==> config.mk <==
export PLATFORM = sky130hd
export DESIGN_NAME = pidl_cell
export DESIGN_NICKNAME = d
export VERILOG_FILES = /design/src/rtl/pidl_pkg.sv /design/src/rtl/pidl_cell.sv
export SDC_FILE = /design/constraint.sdc
export NUM_CORES = 1
export LEC_CHECK = 0
export BUFFER_PORTS_ARGS = -buffer_cell sky130_fd_sc_hd__buf_4
export CAP_MARGIN = 20
export CORE_ASPECT_RATIO = 1.2
export CORE_UTILIZATION = 40
export DETAILED_ROUTE_END_ITERATION = 8
export PLACE_DENSITY_LB_ADDON = 0.25
export SLEW_MARGIN = 20
export SYNTH_ARGS = -nofsm -noshare
export SYNTH_HDL_FRONTEND = slang
export SYNTH_SLANG_ARGS = --single-unit
==> constraint.sdc <==
create_clock -name clk -period 2.4 [get_ports clk]
set_clock_uncertainty 0.2 [all_clocks]
set_input_delay 0.48 -clock clk [delete_from_list [all_inputs] [get_ports clk]]
set_output_delay 0.48 -clock clk [all_outputs]
set_load 0.005 [all_outputs]
==> src/rtl/pidl_pkg.sv <==
// Shared types and codes for the positional insert/delete list.
// Used by the list cell and by the top level; no dependencies.
package pidl_pkg;

  // Operation codes carried on opcode.
  localparam logic [2:0] OP_INS_HEAD = 3'd0;
  localparam logic [2:0] OP_INS_TAIL = 3'd1;
  localparam logic [2:0] OP_INS_POS  = 3'd2;
  localparam logic [2:0] OP_DEL_HEAD = 3'd3;
  localparam logic [2:0] OP_DEL_TAIL = 3'd4;
  localparam logic [2:0] OP_DEL_POS  = 3'd5;
  localparam logic [2:0] OP_READ_POS = 3'd6;

  // Status codes returned with every result beat.
  localparam logic [2:0] ST_OK         = 3'd0;
  localparam logic [2:0] ST_EMPTY      = 3'd1;
  localparam logic [2:0] ST_FULL       = 3'd2;
  localparam logic [2:0] ST_POS_ZERO   = 3'd3;
  localparam logic [2:0] ST_POS_BEYOND = 3'd4;

  // Width of the reported entry count.
  localparam int COUNT_OUT_WIDTH = 7;

  // Command broadcast to every cell of the chain.
  typedef struct packed {
    logic ins;   // open a slot at idx, cells above take from the left
    logic del;   // close the slot at idx, cells from idx take from the right
    logic take;  // copy the word at idx onto the read tree
  } cell_cmd_t;

  // Per-beat result fields that travel alongside the read tree.
  typedef struct packed {
    logic [2:0]                 status;
    logic [COUNT_OUT_WIDTH-1:0] count;
  } meta_t;

endpackage

==> src/rtl/pidl_cell.sv <==
// One storage cell of the list chain: holds one word and trades it with its
// neighbors on insert and delete. Depends on pidl_pkg.
module pidl_cell
  import pidl_pkg::*;
#(
  parameter int DATA_WIDTH = 32,
  parameter int IDX_WIDTH  = 6,
  parameter int IDX        = 0
) (
  input  logic                  clk,
  input  cell_cmd_t             cmd,
  input  logic [IDX_WIDTH-1:0]  idx,
  input  logic [DATA_WIDTH-1:0] new_value,
  input  logic [DATA_WIDTH-1:0] left_value,
  input  logic [DATA_WIDTH-1:0] right_value,
  output logic [DATA_WIDTH-1:0] value,
  output logic [DATA_WIDTH-1:0] tap
);

  localparam logic [IDX_WIDTH-1:0] MY_IDX = IDX_WIDTH'(IDX);

  // Shift, load or hold the stored word; drive the tap only when selected.
  always_ff @(posedge clk) begin
    priority if (cmd.ins && (MY_IDX > idx)) begin
      value <= left_value;
    end else if (cmd.ins && (MY_IDX == idx)) begin
      value <= new_value;
    end else if (cmd.del && (MY_IDX >= idx)) begin
      value <= right_value;
    end else begin
      value <= value;
    end
    tap <= (cmd.take && (MY_IDX == idx)) ? value : '0;
  end

endmodule

### Word-level counts from Yosys, hierarchy flattened

Index checks and enable logic that the tools add are counted.

| word-level totals | value |
|---|---|
| flip-flop bits (word level) | 64 |
| output and inout bits | 64 |
| word-level logic and storage cells | 13 |

| cells by class | value |
|---|---|
| magnitude comparators | 2 |
| multiplexer cells | 3 |
| reduce and logical (&&, ||, !) cells | 6 |

Operator list:

| kind | count |
|---|---|
| $mux 32 | 3 |
| $ge 1x6->1 const A | 1 |
| $gt 1x6->1 const A | 1 |
| $logic_not 6->1 | 1 |
| $logic_and 1x1->1 | 4 |
| $reduce_bool 3->1 | 1 |

### Logic depth before layout (Yosys ltp)

| logic depth | value |
|---|---|
| depth after elaboration | 5 |
| depth in mapped cells | 4 |
| mapped depth without buffers | 3 |

### Worst setup path after synthesis

Ideal clock, no wire load.

| path | value |
|---|---|
| kind | input to register |
| from | in idx[5] |
| to | reg value[0] (enable) |
| setup time | 0.387 ns |
| data arrival time | 1.612 ns |
| path slack | 0.201 ns |
| stages on the path | 2 |
| cells stage by stage | nor4_4 o211a_1 |

| on the way | value |
|---|---|
| longest elaborated chain between the ends | 3 |
| elaborated cells between the ends (all ways) | 7 |
| classes of those cells | order compare: 2; reduce/logical: 5 |

Ends and longest elaborated chain:

| element | line | text |
|---|---|---|
| from (decl) | pidl_cell.sv:12 | `input logic [IDX_WIDTH-1:0] idx,` |
| $gt 1x6->1 (tied with other cells) | pidl_cell.sv:24 | `priority if (cmd.ins && (MY_IDX > idx)) begin` |
| $logic_and 1x1->1 (on tied branches) | pidl_cell.sv:24, pidl_cell.sv:26, pidl_cell.sv:28 |  |
| $reduce_bool 3->1 (no source line) * | n/a |  |
| to (signal assigned) | pidl_cell.sv:25 | `value <= left_value;` |
| to (signal assigned) | pidl_cell.sv:27 | `value <= new_value;` |
| to (signal assigned) | pidl_cell.sv:29 | `value <= right_value;` |
| to (decl) | pidl_cell.sv:16 | `output logic [DATA_WIDTH-1:0] value,` |

Mark *: on every way between the ends. The rest lies on a longest branch, timed or not.
A chain may end at the register's enable or synchronous reset.

### Worst setup path in the final report

| path | value |
|---|---|
| from | in idx[5] |
| to | reg value[10] (data pin) |

| on the way | value |
|---|---|
| longest elaborated chain between the ends | 4 |
| elaborated cells between the ends (all ways) | 6 |
| classes of those cells | order compare: 1; mux: 2; reduce/logical: 3 |

Ends and longest elaborated chain:

| element | line |
|---|---|
| parallel branches: the longest is 3 deep, another holds $gt 1x6->1 | n/a |
| $mux 32 * | pidl_cell.sv:24 |

Every way passes the cells marked *.

==> summary.md <==
After Yosys synthesis, and, or, nand and nor cells account for 10.45% of the synthesized area. The detail-routed net length per standard cell works out to 13.09 µm. The run gives 0 as the number of failing setup endpoints in the final timing report. The routed wire length on met2 is 2.616 mm. The synthesis-to-layout area growth is 54.25%. After synthesis, the mean cell area works out to 17.14 µm². The cell with the biggest individual delay on the critical path was sky130_fd_sc_hd__nor4_4. Clock-pin slew was measured on the worst setup and hold paths at 60 ps.

The type of the tightest min-delay check is in2reg. The run gives 0.003510 mm² as the post-placement cell area. The count of nets left with antenna violations once routing finished came out at 0.

Detailed routing inserted a total of 1,590 vias. From bottom edge to top edge, the die measures 86.54 µm. The run gives 67.23% as the sequential-to-total area share from yosys stat.

TritonCTS built the clock tree. The logs give 300.4 ps for the post-placement worst setup slack and 0.0002797 V for the maximum vdd drop. The type of the setup path with the least slack was in2reg. For the floorplan row count, the log shows 30. The worst setup path is captured at a flop. STA classifies the critical path startpoint as an input pin.

The number of antenna violations at the first check in global routing was 0; the floorplan die width was 72.45 µm. For the via count of the first global-routing pass, the log shows 1,406. In the global route stage, overall resource usage came out at 15.78%.

For this run, design rule violations remaining after detail routing come to 0. The finished cells cover 0.003675 mm². The synthesized-area fraction occupied by ao, oa, aoi and oai cells was 0.4202%; the fraction of the core area covered by cells at the end of the flow was 64.41%.

After layout, the worst setup slack is 649.0 ps. The power per cell area is 566.5 mW/mm². The flow ran to the end, and the final reports show no timing, DRC or antenna violations.

Post-CTS timing repair inserted 0 buffers for setup. The count of H-tree levels built during CTS came out at 3. In the final layout, the multi-input gates occupy 732.0 µm².

The critical path goes through buf_4 > nor4_4 > nand3_4 > buf_12 > mux2_4. The logs give 0.006270 mm² for the die footprint and 0 for the total grt overflow. After synthesis, the largest family of logic cells by area is multiplexers. The first global-routing pass estimated 7.079 mm of wire. The tools report the clock sink count as 64.

Of the post-synthesis cell area, the part taken by muxes is 19.85%. For the combined area of all synthesized cells, the log shows 0.002382 mm². The count of final hold-check violations is 0, and the minimum period implied by the final worst setup slack is 1751 ps. In this run the worst path has a maximum fanout of 32. The number of primary I/O pins was 170. The maximum clock insertion buffer count is 2, and the worst setup slack for register-to-register paths is 1550 ps. The first detailed-routing pass ran for 4 iterations.

The portion of the clock cycle consumed by the worst path in the final layout was 72.96%; the total negative slack was 0 ps. Broken down by cell family, the worst path's largest delay share belongs to simple AND/OR/NAND/NOR gates. Summing the areas of all fa, ha and maj instances in the mapped netlist gives 0% of the synthesized area.

The pin count of the biggest net entering global routing came out at 33. For this design, the CTS-stage hold fixing added 0 buffers. Setup repair after global routing left no endpoint under its margin. The first routing iteration left 56 violations. The tools report the placer congestion estimate as 0.7279. The number of inserted diodes was 0.

The region available for standard cell placement spans 0.005705 mm². For this run, the number of Yosys warnings is 0. Cells with a size suffix above 1 make up 65.05% of the layout. The number of buffers and inverters on the critical path is 2. Data arrives at the worst endpoint at 1630 ps. The transition time at the pin with the least slew margin was 310.8 ps. The later pin in the worst-skew pair is clocked with a latency of 330 ps. In this run the clock root is driven by a sky130_fd_sc_hd__clkbuf_8. The logs give 79.13% for the normalized max-slew margin and 0 for the number of violations of the max-capacitance limit. The logs give 245 for the total nets after synthesis and 0.001602 mm² for the area of all sequential standard cells. The delay of the slowest cell on the worst path was 360 ps; the overall routed net length was 4.832 mm. The detailed-route vias per instance was 4.309. In this run, post-CTS repair resized a total of 0 instances. For this configuration, the core starts out at a cell density of 41.75%. Summed over all cells, the static leakage comes to 1.756 nW. The netlist uses 12 different library cells. Number of pins exceeding their max-slew limit in the final report: 0. Synthesis produced 139 cells. The flip-flop and latch count after synthesis is 64.

After the last flow step, the layout net total stands at 390. The minimum hold slack was 248.2 ps; the total clock buffers created by CTS was 9. Data on the critical path is required at its endpoint by 2280 ps. For the fill cell total of the finished layout, the log shows 459.

The routed design uses 358 µm of met3 wire. The top achievable clock speed came out at 571.1 MHz. The run gives 1.712 mm as the routed metal-1 wirelength. The post-synthesis xor/xnor area fraction works out to 0%. During placement, the flow inserted port buffers numbering 137. The top layer reached by signal wires was met4.
## metal layers
layer  global-route usage, %  up-vias
li1                        -      774
met1                   16.33      730
met2                   26.93       74
met3                   4.767       12
met4                   11.23        0
met5                       0        -
## final timing paths
kind | startpoint | to | depth (start not counted)
min | new_value[13] | value[13] | 2
max reg2reg | value[15] | tap[15] | 1
max | idx[5] | value[10] | 5
min reg2reg | value[30] | tap[30] | 1
## sequential cells by signal, indices dropped and copies added (netlist names)
signal,count
tap,32
value,32
## area by class of cell
type,count,share of cell area (%)
Tap cell,80,2.724
Timing Repair Buffer,140,29.28
Clock buffer,12,3.950
Multi-Input combinational cell,69,19.92
Sequential cell,64,43.58
Clock inverter,4,0.5448
## logic make-up after synthesis
| group | Yosys count |
|---|---|
| buffers and inverters | 6 |
| multiplexers | 32 |
| AND/OR/NAND/NOR | 36 |
| AO/OA/AOI/OAI | 1 |
| flip-flops | 64 |
## cells in the final DEF, fill, tap and decap left out
cell type                  synthesis  final
sky130_fd_sc_hd__buf_4             0    138
sky130_fd_sc_hd__and2_1           32     32
sky130_fd_sc_hd__dfxtp_1          32     32
sky130_fd_sc_hd__edfxtp_1         32     32
sky130_fd_sc_hd__mux2_4           30     30
sky130_fd_sc_hd__clkbuf_8          0     10
sky130_fd_sc_hd__clkinv_2          0      4
sky130_fd_sc_hd__mux2_2            2      2
sky130_fd_sc_hd__clkbuf_1          0      2
sky130_fd_sc_hd__buf_12            0      2
sky130_fd_sc_hd__nor4_4            1      1
sky130_fd_sc_hd__nor2_1            1      1
sky130_fd_sc_hd__nand3_4           1      1
sky130_fd_sc_hd__o211a_1           1      1
sky130_fd_sc_hd__and3_1            1      1
## power by group
group	internal, mW	switching (mW)	leakage (nW)
clock network	0.396	0.373	0.0899
logic	0.121	0.0352	1.12
registers	1.15	0.00251	0.546
## per-stage QoR
stage	std cells	power, mW
global route	369	2.180
global placement	353	1.335
CTS	369	2.121
detailed placement	353	1.339
floorplan	139	1.230
finish	369	2.082
## cell usage after synthesis (all sizes together)
cell type | number | area share, %
and2 | 32 | 8.4
and3 | 1 | 0.26
buf | 3 | 1.4
clkbuf | 3 | 0.63
dfxtp | 32 | 27
edfxtp | 32 | 40
mux2 | 32 | 20
nand3 | 1 | 0.74
nor2 | 1 | 0.16
nor4 | 1 | 0.89
o211a | 1 | 0.42
Power figures use the tool's default switching activity.
